**src/hdl/cltok_pkg.sv**
```systemverilog
// ----------------------------------------------------------------------------
// Command-line tokenizer package
// Beat types, result kinds, character classes and the tokenizer state record.
// ----------------------------------------------------------------------------
package cltok_pkg;

    localparam logic [7:0] CH_BSLASH = 8'h5C;
    localparam logic [7:0] CH_SQUOTE = 8'h27;
    localparam logic [7:0] CH_DQUOTE = 8'h22;

    localparam int QDEPTH = 4;
    localparam int QPTR_W = $clog2(QDEPTH);
    localparam int QCNT_W = $clog2(QDEPTH + 1);

    typedef enum logic {
        ACT_BYTE  = 1'b0,
        ACT_FLUSH = 1'b1
    } action_t;

    typedef enum logic [1:0] {
        KIND_CHAR = 2'd0,
        KIND_TEND = 2'd1,
        KIND_EOL  = 2'd2
    } kind_t;

    typedef struct packed {
        action_t    action;
        logic [7:0] in_byte;
    } tok_in_t;

    typedef struct packed {
        kind_t      kind;
        logic [7:0] out_byte;
        logic       last_of_run;
    } tok_out_t;

    typedef struct packed {
        logic       escape_pending;
        logic       inside_quotes;
        logic [7:0] open_quote_char;
        logic       token_was_quoted;
        logic       token_has_chars;
    } tok_state_t;

    // Results of one input beat: count of valid results and the results.
    typedef struct packed {
        logic [1:0] count;
        tok_out_t   item0;
        tok_out_t   item1;
    } tok_step_t;

    function automatic logic is_space(input logic [7:0] b);
        return (b == 8'h20) || (b == 8'h0A) || (b == 8'h09) || (b == 8'h0D) || (b == 8'h0C);
    endfunction

    function automatic logic is_quote(input logic [7:0] b);
        return (b == CH_SQUOTE) || (b == CH_DQUOTE);
    endfunction

    function automatic tok_out_t make_item(input kind_t k, input logic [7:0] b,
                                           input logic last);
        tok_out_t r;
        r.kind        = k;
        r.out_byte    = b;
        r.last_of_run = last;
        return r;
    endfunction

endpackage

```
**src/hdl/command_line_tokenizer.sv**
```systemverilog
// Results of an accepted beat are registered in the result queue and offered in order.
// One input beat per cycle is accepted while each beat yields at most one result and
// results are not stalled; two-result beats leave one at a time by the single output port.
// Input stalls while the four-entry result queue has fewer than two free entries.
// Reset clears all tokenizer flags and empties the result queue.
// ----------------------------------------------------------------------------
// Command-line tokenizer
// Splits a shell-style command-line byte stream into token characters,
// token ends and end-of-line marks.
// ----------------------------------------------------------------------------
module command_line_tokenizer (
    input  logic                clk,
    input  logic                rst_n,
    input  logic                src_valid,
    output logic                src_stall,
    input  cltok_pkg::tok_in_t  src_data,
    output logic                tok_valid,
    input  logic                tok_stall,
    output cltok_pkg::tok_out_t tok_data
);
    import cltok_pkg::*;

    tok_state_t          state_reg;
    tok_state_t          state_next;
    tok_step_t           step;
    tok_out_t            queue_reg [QDEPTH];
    logic [QPTR_W-1:0]   wr_ptr_reg;
    logic [QPTR_W-1:0]   rd_ptr_reg;
    logic [QCNT_W-1:0]   count_reg;
    logic [QCNT_W-1:0]   count_next;
    logic                push;
    logic                pop;
    logic [QPTR_W-1:0]   wr_ptr1;

    cltok_step u_step (
        .cur  (state_reg),
        .data (src_data),
        .nxt  (state_next),
        .res  (step)
    );

    // A beat is accepted only while the queue has room for the two results of the worst-case beat.
    assign src_stall = (count_reg > QCNT_W'(QDEPTH - 2));
    assign push      = src_valid & ~src_stall;
    assign tok_valid = (count_reg != '0);
    assign pop       = tok_valid & ~tok_stall;
    assign tok_data  = queue_reg[rd_ptr_reg];
    assign wr_ptr1   = wr_ptr_reg + QPTR_W'(1);

    always_comb
    begin
        count_next = count_reg;
        if (push)
        begin
            count_next = count_next + QCNT_W'(step.count);
        end
        if (pop)
        begin
            count_next = count_next - QCNT_W'(1);
        end
    end

    always_ff @(posedge clk or negedge rst_n)
    begin
        if (!rst_n)
        begin
            state_reg  <= '0;
            wr_ptr_reg <= '0;
            rd_ptr_reg <= '0;
            count_reg  <= '0;
        end
        else
        begin
            count_reg <= count_next;
            if (push)
            begin
                state_reg  <= state_next;
                wr_ptr_reg <= wr_ptr_reg + QPTR_W'(step.count);
            end
            if (pop)
            begin
                rd_ptr_reg <= rd_ptr_reg + QPTR_W'(1);
            end
        end
    end

    always_ff @(posedge clk)
    begin
        if (push && step.count != 2'd0)
        begin
            queue_reg[wr_ptr_reg] <= step.item0;
        end
        if (push && step.count == 2'd2)
        begin
            queue_reg[wr_ptr1] <= step.item1;
        end
    end

endmodule

```
**src/hdl/cltok_step.sv**
```systemverilog
// ----------------------------------------------------------------------------
// Command-line tokenizer step logic
// Decodes one input beat against the current flags into the next flags and
// up to two result beats.
// ----------------------------------------------------------------------------
module cltok_step (
    input  cltok_pkg::tok_state_t cur,
    input  cltok_pkg::tok_in_t    data,
    output cltok_pkg::tok_state_t nxt,
    output cltok_pkg::tok_step_t  res
);
    import cltok_pkg::*;

    logic       pending;
    logic [7:0] b;

    assign b       = data.in_byte;
    assign pending = cur.token_has_chars | cur.token_was_quoted;

    always_comb
    begin
        nxt       = cur;
        res.count = 2'd0;
        res.item0 = make_item(KIND_CHAR, 8'h00, 1'b0);
        res.item1 = make_item(KIND_CHAR, 8'h00, 1'b0);

        priority if (data.action == ACT_FLUSH)
        begin
            nxt = '0;
            if (pending)
            begin
                res.count = 2'd2;
                res.item0 = make_item(KIND_TEND, 8'h00, 1'b0);
                res.item1 = make_item(KIND_EOL, 8'h00, 1'b1);
            end
            else
            begin
                res.count = 2'd1;
                res.item0 = make_item(KIND_EOL, 8'h00, 1'b1);
            end
        end
        else if (!cur.escape_pending && b == CH_BSLASH)
        begin
            nxt.escape_pending = 1'b1;
        end
        else if (cur.escape_pending)
        begin
            nxt.escape_pending  = 1'b0;
            nxt.token_has_chars = 1'b1;
            // Escaped whitespace and quotes lose their backslash.
            if (!is_space(b) && !is_quote(b))
            begin
                res.count = 2'd2;
                res.item0 = make_item(KIND_CHAR, CH_BSLASH, 1'b0);
                res.item1 = make_item(KIND_CHAR, b, 1'b1);
            end
            else
            begin
                res.count = 2'd1;
                res.item0 = make_item(KIND_CHAR, b, 1'b1);
            end
        end
        else if (cur.inside_quotes)
        begin
            if (b == cur.open_quote_char)
            begin
                nxt.inside_quotes = 1'b0;
            end
            else
            begin
                nxt.token_has_chars = 1'b1;
                res.count = 2'd1;
                res.item0 = make_item(KIND_CHAR, b, 1'b1);
            end
        end
        else if (is_quote(b))
        begin
            nxt.inside_quotes    = 1'b1;
            nxt.open_quote_char  = b;
            nxt.token_was_quoted = 1'b1;
        end
        else if (is_space(b))
        begin
            nxt.token_has_chars  = 1'b0;
            nxt.token_was_quoted = 1'b0;
            if (pending)
            begin
                res.count = 2'd1;
                res.item0 = make_item(KIND_TEND, 8'h00, 1'b1);
            end
        end
        else
        begin
            nxt.token_has_chars = 1'b1;
            res.count = 2'd1;
            res.item0 = make_item(KIND_CHAR, b, 1'b1);
        end
    end

endmodule

```
**config.mk**
```make
export PLATFORM = sky130hd
export DESIGN_NAME = command_line_tokenizer
export DESIGN_NICKNAME = d
export VERILOG_FILES = /design/src/hdl/cltok_pkg.sv /design/src/hdl/command_line_tokenizer.sv /design/src/hdl/cltok_step.sv
export SDC_FILE = /design/constraint.sdc
export NUM_CORES = 1
export LEC_CHECK = 0
export ABC_CLOCK_PERIOD_IN_PS = 3100
export BUFFER_PORTS_ARGS = -buffer_cell sky130_fd_sc_hd__buf_4
export CAP_MARGIN = 30
export CORE_AREA = 2 2 82 92
export DETAILED_ROUTE_END_ITERATION = 16
export DIE_AREA = 0 0 84 94
export GPL_TIMING_DRIVEN = 0
export PLACE_DENSITY_LB_ADDON = 0.15
export SLEW_MARGIN = 20
export SYNTH_ARGS = -nofsm -noshare
export SYNTH_HDL_FRONTEND = slang
export SYNTH_SLANG_ARGS = --single-unit
```
**constraint.sdc**
```tcl
create_clock -name clk -period 3.1 [get_ports clk]
set_input_delay 0.62 -clock clk [delete_from_list [all_inputs] [get_ports clk]]
set_output_delay 0.62 -clock clk [all_outputs]
set_load 0.005 [all_outputs]
```
==> results of run 1 <==
-- layout by cell type (no fill, tap or decap), types with 10 or more instances in the layout --
cell / instances
a21o_1: 12
o21ai_0: 18
dfrtp_1: 17
edfxtp_1: 40
nor3_1: 10
nor2b_1: 18
buf_4: 46
nand2_1: 30
nor2_1: 14
a21oi_1: 15
mux4_2: 11
clkbuf_1: 10
-- synth_stat cells, types with 2 or more instances --
library cell  count
edfxtp_1         40
nand2_1          30
o21ai_0          22
dfrtp_1          19
nor2b_1          19
nor2_1           17
a21oi_1          15
nor3_1           13
a21o_1           12
mux4_2           11
xnor2_1          11
clkbuf_1         10
and2_1            9
inv_1             9
mux2i_1           7
nand3_1           7
a31oi_1           5
buf_2             5
or3_1             5
dfxtp_1           4
nand4_1           4
o211ai_1          4
o21a_1            4
ha_1              3
nor4b_1           3
xor2_1            3
and3_1            2
buf_1             2
o21ai_1           2
or2_2             2
-- cell families (layout without fill, tap and decap cells) --
group | Yosys count | in the layout | synth area share, %
AO/OA/AOI/OAI | 77 | 77 | 14.7
XOR/XNOR | 14 | 14 | 3.49
adder cells (fa/ha/maj) | 4 | 4 | 1.64
buffers and inverters | 26 | 90 | 2.96
flip-flops | 63 | 63 | 50.0
multiplexers | 18 | 18 | 9.05
AND/OR/NAND/NOR | 120 | 120 | 18.1
-- power by group through the flow --
| stage | combinational, mW | clock, mW | sequential [mW] |
|---|---|---|---|
| 2_1_floorplan | 0.669 | 0 | 1.12 |
| 3_3_place_gp | 0.964 | 0 | 1.15 |
| 3_5_place_dp | 1.00 | 0 | 1.15 |
| 4_1_cts | 1.02 | 0.701 | 1.13 |
| 5_1_grt | 1.23 | 0.739 | 1.15 |
| 6_report | 1.12 | 0.696 | 1.13 |
-- per-layer routing --
metal	track usage, %	vias to the layer above	part of all wire (%)
met1	26.8	1335	43
met4	7.12	0	2.7
met3	4.75	21	4.3
met2	36.5	99	50
li1	-	1321	-
met5	0	-	0
-- stage by stage --
| stage | utilization, % | setup TNS, ps | instances | hold slack, ps | power [mW] |
|---|---|---|---|---|---|
| after floorplan | - | -8.00 | 322 | 324 | 1.79 |
| after global placement | 55.9 | -37930 | 428 | 443 | 2.11 |
| after detailed placement | 56.3 | -6100 | 432 | 454 | 2.15 |
| after CTS | 59.9 | 0 | 450 | 153 | 2.86 |
| after global routing | 64.2 | -61.5 | 471 | 152 | 3.12 |
| final | 64.2 | 0 | 471 | 141 | 2.95 |
-- timing repair --
action | 4_1_cts | 5_1_grt
endpoints found under the setup margin | 2 | 22
setup buffers | 2 | 20
endpoints found under the hold margin | 0 | 0
cloned | 0 | 1
gates resized for setup | 9 | 25
pin swaps | 4 | 18
-- final cells by class --
class | instances | area [µm²] | share of cell area (%)
buffer | 17 | 109 | 2.45
multi-input combinational | 233 | 1860 | 41.9
timing repair buffer | 48 | 385 | 8.66
sequential | 63 | 1760 | 39.5
inverter | 9 | 33.8 | 0.759
clock buffer | 11 | 131 | 2.95
tap | 85 | 106 | 2.39
clock inverter | 5 | 58.8 | 1.32
-- path summary, 6_finish.rpt --
path | start | to | cells past startpoint
max | state_reg[0]$_DFFE_PN0P_ | count_reg[1]$_DFF_PN0_ | 11
min | rst_n | count_reg[0]$_DFF_PN0_ | 1
max reg2reg | state_reg[0]$_DFFE_PN0P_ | count_reg[1]$_DFF_PN0_ | 11
min reg2reg | queue_reg[3][9]$_SDFFE_PP0P_ | queue_reg[3][9]$_SDFFE_PP0P_ | 2
max in group asynchronous | rst_n | state_reg[1]$_DFFE_PN0P_ | 1
min in group clk | queue_reg[3][9]$_SDFFE_PP0P_ | queue_reg[3][9]$_SDFFE_PP0P_ | 2
==> flow_summary.json, run 1 <==
{
  "die_h_um": 94,
  "pre_cts_slack_ps": -561,
  "drtIter0Drc": 171,
  "antenna_found_initial": 0,
  "period_share_pct": 98.6,
  "routed_wl_um": 8150,
  "drive_above_1_share_pct": 29.3,
  "drtPass1Iterations": 5,
  "path_max_fanout": 5,
  "avgViaCountPerCell": 5.89,
  "synth_top_area_share_pct": 34.2,
  "cts_root_buffer": "clkbuf_8",
  "run_status": "complete, no violations",
  "fp.coreArea_um2": 6930,
  "ios": 26,
  "rrSetupSlack_ps": 40,
  "cts-htree-levels": 3,
  "cts-hold-fix-buffers": 0,
  "tightestPinTransition_ps": 827,
  "path_cells": "nor4b_2 > a311o_1 > a221oi_2 > or3_4 > a31oi_4 > inv_2 > ha_4 > fa_1 > mux2i_2 > ha_2 > mux2i_1",
  "gp_congestion": 0.885,
  "fillCellCount": 514,
  "intPower_mw": 1.99,
  "rsz0062_at_grt": "yes",
  "critPathKind": "register to register",
  "cpPeakStageDelay_ps": 470,
  "fmax_mhz": 327,
  "synth-seq-cells": 63,
  "endpoint_kind": "register",
  "overflow": 0,
  "skew_ps": 13.0,
  "cp_slowest_cell": "dfrtp_2",
  "syn2layout_area_growth_pct": 26.7,
  "finalHoldViolations": 0,
  "setup_viol": 0,
  "cts_tree": "yes",
  "initial_core_util_pct": 50.7,
  "swShare_pct": 32.7,
  "seq_area_frac_synth_pct": 50.0,
  "ys_async_sr_fraction_pct": 30.2,
  "dieWidth_um": 84,
  "p_switching_mw": 0.964,
  "cts_made_buffers": 9,
  "slew_violations": 0,
  "slew_headroom_pct": 44.9,
  "hold_path.class": "input pin to async pin",
  "grt_pass1_wl_um": 12900,
  "io_buffers": 21,
  "clkLatencyLatePin_ps": 340,
  "clock-sinks": 63,
  "vias": 2776,
  "diodes": 0,
  "synth.area.top_cells": "edfxtp_1 34%, dfrtp_1 14%, mux4_2 7.1%",
  "powerDensity_nw_per_um2": 663,
  "final_antenna_net_count": 0,
  "placed_area_um2": 3900,
  "worstPathArrival_ps": 3320,
  "startpoint_type": "register",
  "cp_top_family": "adder cells",
  "syn_nets": 339,
  "leakagePower_nw": 1.78,
  "timing.final.ws_setup_ps": 43.7,
  "grt_start_max_net_pins": 20,
  "cap_violations": 0,
  "crit_buf_inv": 1,
  "synth_cells": 322,
  "power_frac_comb_pct": 38.0,
  "die-area_um2": 7900,
  "ys_warn_count": 0,
  "ir_worst_vdd_mv": 0.358,
  "finalNetCount": 398,
  "synth_edf_count": 40,
  "fin_crit_ps": 3060,
  "synth_ff_type": "edfxtp_1",
  "ys_types": 53,
  "grt_use_total_pct": 21.3,
  "clk_pin_slew_ps": 70,
  "worstPathRequired_ps": 3360,
  "synth_area_um2": 3510,
  "postLayoutCellArea_um2": 4450,
  "avgSynthCellArea_um2": 10.9,
  "rows": 32,
  "synth_top_area_cell": "edfxtp_1",
  "largest_register_ffs": 44,
  "grt_pass1_vias": 2592,
  "avgRoutedWirePerCell_um": 17.3,
  "remaining_drc_errors": 0,
  "clockBufferDepth": 2,
  "p_seq_share_pct": 38.5,
  "p_clk_share_pct": 23.6,
  "dp_hpwl_um": 5900
}
Note: power is estimated with default switching activity, not from simulation.
==> run 2, diff against run 1 <==
--- a/config.mk
+++ b/config.mk
@@ -8,9 +8,11 @@
 export ABC_CLOCK_PERIOD_IN_PS = 3100
 export BUFFER_PORTS_ARGS = -buffer_cell sky130_fd_sc_hd__buf_4
 export CAP_MARGIN = 30
-export CORE_AREA = 2 2 82 92
+export CELL_PAD_IN_SITES_DETAIL_PLACEMENT = 1
+export CELL_PAD_IN_SITES_GLOBAL_PLACEMENT = 1
+export CORE_AREA = 2 2 90 100
 export DETAILED_ROUTE_END_ITERATION = 16
-export DIE_AREA = 0 0 84 94
+export DIE_AREA = 0 0 92 102
 export GPL_TIMING_DRIVEN = 0
 export PLACE_DENSITY_LB_ADDON = 0.15
 export SLEW_MARGIN = 20
==> run 2 against run 1 <==
Effect of this change: clock power up 5.0%; total power up 1.9%; critical path type is now input pin to register; global-route usage up 0.57 points; final cell count up 3.6%; sequential power about the same; largest cell class unchanged; combinational power about the same; utilization down 11 points; die area up 19%; sequential share of layout area up 0.38 points; first-iteration DRC count up 7.0%; routed wire length up 18%.
==> flow_summary.json, run 2 (synthesized netlist as in run 1, its figures left out) <==
{
  "grt_pass1_wl_um": 15400,
  "grt_start_max_net_pins": 20,
  "r2r_start": "state_reg[0]$_DFFE_PN0P_",
  "finalNetCount": 389,
  "grt-busiest-layer": "met2",
  "leakagePower_nw": 1.73,
  "hold_ws_ps": 131,
  "endpoint_kind": "register",
  "regArea_um2": 1760,
  "avgViaCountPerCell": 5.65,
  "path_max_fanout": 10,
  "worstPathArrival_ps": 3240,
  "mostFrequentLayoutCell": "edfxtp_1",
  "syn2layout_area_growth_pct": 25.5,
  "layout_common_cells": "40 x edfxtp_1, 37 x buf_4, 30 x nand2_1",
  "dieWidth_um": 92,
  "run_status": "complete, no violations",
  "rows": 35,
  "clock-sinks": 63,
  "hold_path.class": "input pin to async pin",
  "largest_register_ffs": 44,
  "setup_tns_ps": 0,
  "fillCellCount": 930,
  "critPathKind": "input pin to register",
  "overflow": 0,
  "use_met1_pct": 27.4,
  "clkLatencyLatePin_ps": 360,
  "cap_violations": 0,
  "cts_made_buffers": 9,
  "grt_pass1_vias": 2907,
  "period_share_pct": 96.8,
  "grt_use_total_pct": 21.8,
  "worstPathRequired_ps": 3340,
  "slew_violations": 0,
  "tightestPinTransition_ps": 811,
  "r2r_end": "count_reg[2]$_DFF_PN0_",
  "ff2ff_path_depth": 12,
  "drive_above_1_share_pct": 27.1,
  "cts_tree": "yes",
  "routed_wl_um": 9610,
  "drtIter0Drc": 183,
  "fmax_mhz": 333,
  "setup_viol": 0,
  "cts-htree-levels": 3,
  "die_h_um": 102,
  "fp.coreArea_um2": 8320,
  "clockBufferDepth": 2,
  "avgRoutedWirePerCell_um": 19.7,
  "drtPass1Iterations": 4,
  "remaining_drc_errors": 0,
  "met3_usage_pct": 3.76,
  "design_power_total_mw": 3.01,
  "fin_crit_ps": 3000,
  "finalHoldViolations": 0,
  "initial_core_util_pct": 42.2,
  "grt_use_met2_pct": 37.6,
  "dp_hpwl_um": 6990,
  "die-area_um2": 9380,
  "diodes": 0,
  "cts_root_buffer": "clkbuf_8",
  "final_antenna_net_count": 0,
  "clk_pin_slew_ps": 80,
  "powerDensity_nw_per_um2": 682,
  "ir_worst_vdd_mv": 0.306,
  "io_buffers": 21,
  "vias": 2755,
  "multi_input_area_um2": 1860,
  "rrSetupSlack_ps": 120,
  "gp_congestion": 0.824,
  "startpoint_type": "input pin",
  "ios": 26,
  "skew_ps": 12.8,
  "slew_headroom_pct": 45.1,
  "antenna_found_initial": 0
}
## run 2: timing repair
item                       4_1_cts  5_1_grt
gates resized for setup          9       23
buffers inserted                 6        8
cloned                           0        0
setup endpoints to repair        3        7
hold buffers                     0        0
pin swaps                        7        9
## run 2: how the worst max path moves through the flow
stage / startpoint / end / slack (ps)
floorplan: src_data[3] / count_reg[2]$_DFF_PN0_ / -8
global placement: src_data[1] / queue_reg[1][8]$_DFFE_PP_ / -1000
detailed placement: src_data[1] / count_reg[2]$_DFF_PN0_ / -610
CTS: src_data[5] / count_reg[2]$_DFF_PN0_ / 4
global route: src_data[5] / count_reg[1]$_DFF_PN0_ / -5
finish: src_data[3] / count_reg[2]$_DFF_PN0_ / 100
## run 2: layout make-up
cell class,count,area share (%)
Clock inverter,7,1.65
Clock buffer,9,2.81
Timing Repair Buffer,39,6.82
Tap cell,111,3.15
Inverter,9,0.767
Multi-Input combinational cell,233,42.1
Sequential cell,63,39.9
Buffer,17,2.73
## run 2: metal layers
metal	wire, µm	vias up	part of all wire [%]
met2	4960	47	52
met3	244	24	2.5
met1	4160	1380	43
met5	0	-	0
li1	-	1304	-
met4	254	0	2.6
## run 2: per-stage QoR
step	setup slack [ps]	cells	util, %	area, µm²
after global placement	-999	454	46.9	3900
after detailed placement	-615	458	47.4	3940
after floorplan	-8.00	322	-	3610
final	100	488	52.9	4410
after CTS	4.13	480	50.8	4230
after global routing	-4.51	488	52.9	4410
## run 2: critical path: stages
cell and delay (ps):
buf_4 130, buf_8 150, and4b_1 310, a21o_1 130, a221oi_2 80, or3_4 360
a31oi_4 170, inv_2 70, ha_4 160, fa_1 440, mux2i_2 210, ha_2 200
nand2_1 60, xor2_1 160
## run 2: power by group
part | internal [mW] | leakage, nW | switching [mW] | total (mW)
logic | 0.557 | 0.970 | 0.574 | 1.13
clock network | 0.372 | 0.0956 | 0.359 | 0.731
registers | 1.05 | 0.666 | 0.0988 | 1.14
==> run 3, diff against run 2 <==
--- a/config.mk
+++ b/config.mk
@@ -14,7 +14,7 @@
 export DETAILED_ROUTE_END_ITERATION = 16
 export DIE_AREA = 0 0 92 102
 export GPL_TIMING_DRIVEN = 0
-export PLACE_DENSITY_LB_ADDON = 0.15
+export PLACE_DENSITY = 0.71
 export SLEW_MARGIN = 20
 export SYNTH_ARGS = -nofsm -noshare
 export SYNTH_HDL_FRONTEND = slang
==> constraint.sdc (replaced) <==
create_clock -name clk -period 3.1 [get_ports clk]
set_input_delay 0.62 -clock clk [delete_from_list [all_inputs] [get_ports clk]]
set_output_delay 0.62 -clock clk [all_outputs]
set_load 0.01 [all_outputs]
==> run 3 against run 2 <==
Effect of this change: final cell count grew 3.5%; clock-buffer cell count is the same; global-route usage shrank 0.36 points; combinational power grew 7%; clock power grew 11%; non-clock buffer count grew 17; via count grew 4.0%; setup slack lost 120 ps; the flow now finishes with violations (negative setup slack); hold slack gained 3.2 ps; largest power group is now combinational logic.
==> flow_summary.json, run 3 (synthesized netlist as in run 1, its figures left out) <==
{
  "run_status": "finished with violations",
  "violations": "negative setup slack",
  "cts_made_buffers": 9,
  "path_max_fanout": 7,
  "grt_pass1_wl_um": 15300,
  "layout_common_cells": "50 x buf_4, 40 x edfxtp_1, 29 x nand2_1",
  "ir_worst_vdd_mv": 0.333,
  "drtIter0Drc": 105,
  "cts-htree-levels": 3,
  "drtPass1Iterations": 4,
  "timing.final.ws_setup_ps": -17.7,
  "skew_ps": 12.8,
  "cap_violations": 0,
  "cts_tree": "yes",
  "grt_use_total_pct": 21.5,
  "endpoint_kind": "register",
  "worstPathArrival_ps": 3180,
  "cts-hold-fix-buffers": 0,
  "postLayoutCellArea_um2": 4610,
  "io_buffers": 21,
  "drive_above_1_share_pct": 31.5,
  "slew_headroom_pct": 43.4,
  "diodes": 0,
  "fin_util_pct": 55.4,
  "slew_violations": 0,
  "tightestPinTransition_ps": 843,
  "fp.coreArea_um2": 8320,
  "final_antenna_net_count": 0,
  "gp_congestion": 0.820,
  "fin_cells": 505,
  "period_share_pct": 101,
  "largest_register_ffs": 44,
  "clkLatencyLatePin_ps": 350,
  "powerDensity_nw_per_um2": 686,
  "pre_cts_slack_ps": -620,
  "avgViaCountPerCell": 5.68,
  "cpPeakStageDelay_ps": 380,
  "fmax_mhz": 321,
  "grt_pass1_vias": 2914,
  "die-area_um2": 9380,
  "fin_crit_ps": 3120,
  "met3_usage_pct": 4.20,
  "crit_buf_inv": 5,
  "vias": 2866,
  "cp_common_cell": "buf_4",
  "overflow": 0,
  "avgRoutedWirePerCell_um": 20.5,
  "die_h_um": 102,
  "dieWidth_um": 92,
  "path_cells": "buf_6 > buf_8 > and3b_2 > a311o_1 > a221oi_2 > buf_4 > buf_4 > o311ai_1 > and2_1 > o21ai_1 > buf_4",
  "setup_tns_ps": -112,
  "clk_pin_slew_ps": 80,
  "use_met1_pct": 26.6,
  "grt_use_met2_pct": 38.6,
  "cp_top_family": "compound AO/OA/AOI/OAI gates",
  "routed_wl_um": 10400,
  "worstPathRequired_ps": 3160,
  "finalHoldViolations": 0,
  "syn2layout_area_growth_pct": 31.4,
  "clockBufferDepth": 2,
  "cp_slowest_cell": "o21ai_1",
  "finalNetCount": 406,
  "hold_ws_ps": 135,
  "ios": 26,
  "cts_root_buffer": "clkbuf_8",
  "leakagePower_nw": 1.85,
  "critPathKind": "input pin to register",
  "hold_path.class": "input pin to async pin",
  "grt-busiest-layer": "met2",
  "mostFrequentLayoutCell": "buf_4",
  "clock-sinks": 63,
  "grt_start_max_net_pins": 20,
  "place_inst": 458,
  "design_power_total_mw": 3.16,
  "setup_viol": 7,
  "rsz0062_at_grt": "yes",
  "initial_core_util_pct": 42.2,
  "startpoint_type": "input pin",
  "remaining_drc_errors": 0,
  "rows": 35,
  "antenna_found_initial": 0,
  "dp_hpwl_um": 6820,
  "placed_area_um2": 3930
}
## run 3: cell types whose count changed in the layout (fill, tap and decap cells not counted), sizes merged
| cell | previous run | this run |
|---|---|---|
| buf | 46 | 62 |
| clkbuf | 18 | 19 |
| clkdlybuf4s15 | 1 | 0 |
| dlymetal6s2s | 0 | 1 |
| bufinv | 1 | 2 |
| clkinv | 3 | 2 |
## run 3: per-layer routing
metal	routed length (µm)	part of all wire, %
met1	4270	41
met2	5460	53
met3	332	3.2
met4	303	2.9
met5	0	0
## run 3: area by class of cell
cell class	count	area, µm²
Buffer	17	119
Clock buffer	9	124
Clock inverter	7	96.3
Fill cell	894	3710
Inverter	9	33.8
Multi-Input combinational cell	233	1870
Sequential cell	63	1760
Tap cell	111	139
Timing Repair Buffer	56	470
## run 3: worst paths after layout
path / start / to / slack [ps] / depth (start not counted)
worst max-delay path: src_data[1] / queue_reg[0][6]$_DFFE_PP_ / -20 / 11
worst min-delay path: rst_n / count_reg[1]$_DFF_PN0_ / 130 / 1
worst max register to register: state_reg[1]$_DFFE_PN0P_ / count_reg[2]$_DFF_PN0_ / 30 / 12
worst min register to register: queue_reg[2][9]$_SDFFE_PP0P_ / queue_reg[2][9]$_SDFFE_PP0P_ / 460 / 2
max in group asynchronous: rst_n / state_reg[1]$_DFFE_PN0P_ / 2730 / 1
min in group clk: queue_reg[2][9]$_SDFFE_PP0P_ / queue_reg[2][9]$_SDFFE_PP0P_ / 460 / 2
## run 3: repair_timing
| action | CTS | global route |
|---|---|---|
| buffers inserted | 7 | 23 |
| cloned | 0 | 1 |
| endpoints found under the hold margin | 0 | 0 |
| pin swaps | 6 | 14 |
| endpoints found under the setup margin | 3 | 16 |
| gates resized for setup | 13 | 29 |
## run 3: power breakdown
group | total [mW] | internal [mW] | switching, mW
sequential | 1.14 | 1.05 | 0.0951
combinational | 1.21 | 0.583 | 0.629
clock | 0.811 | 0.454 | 0.357
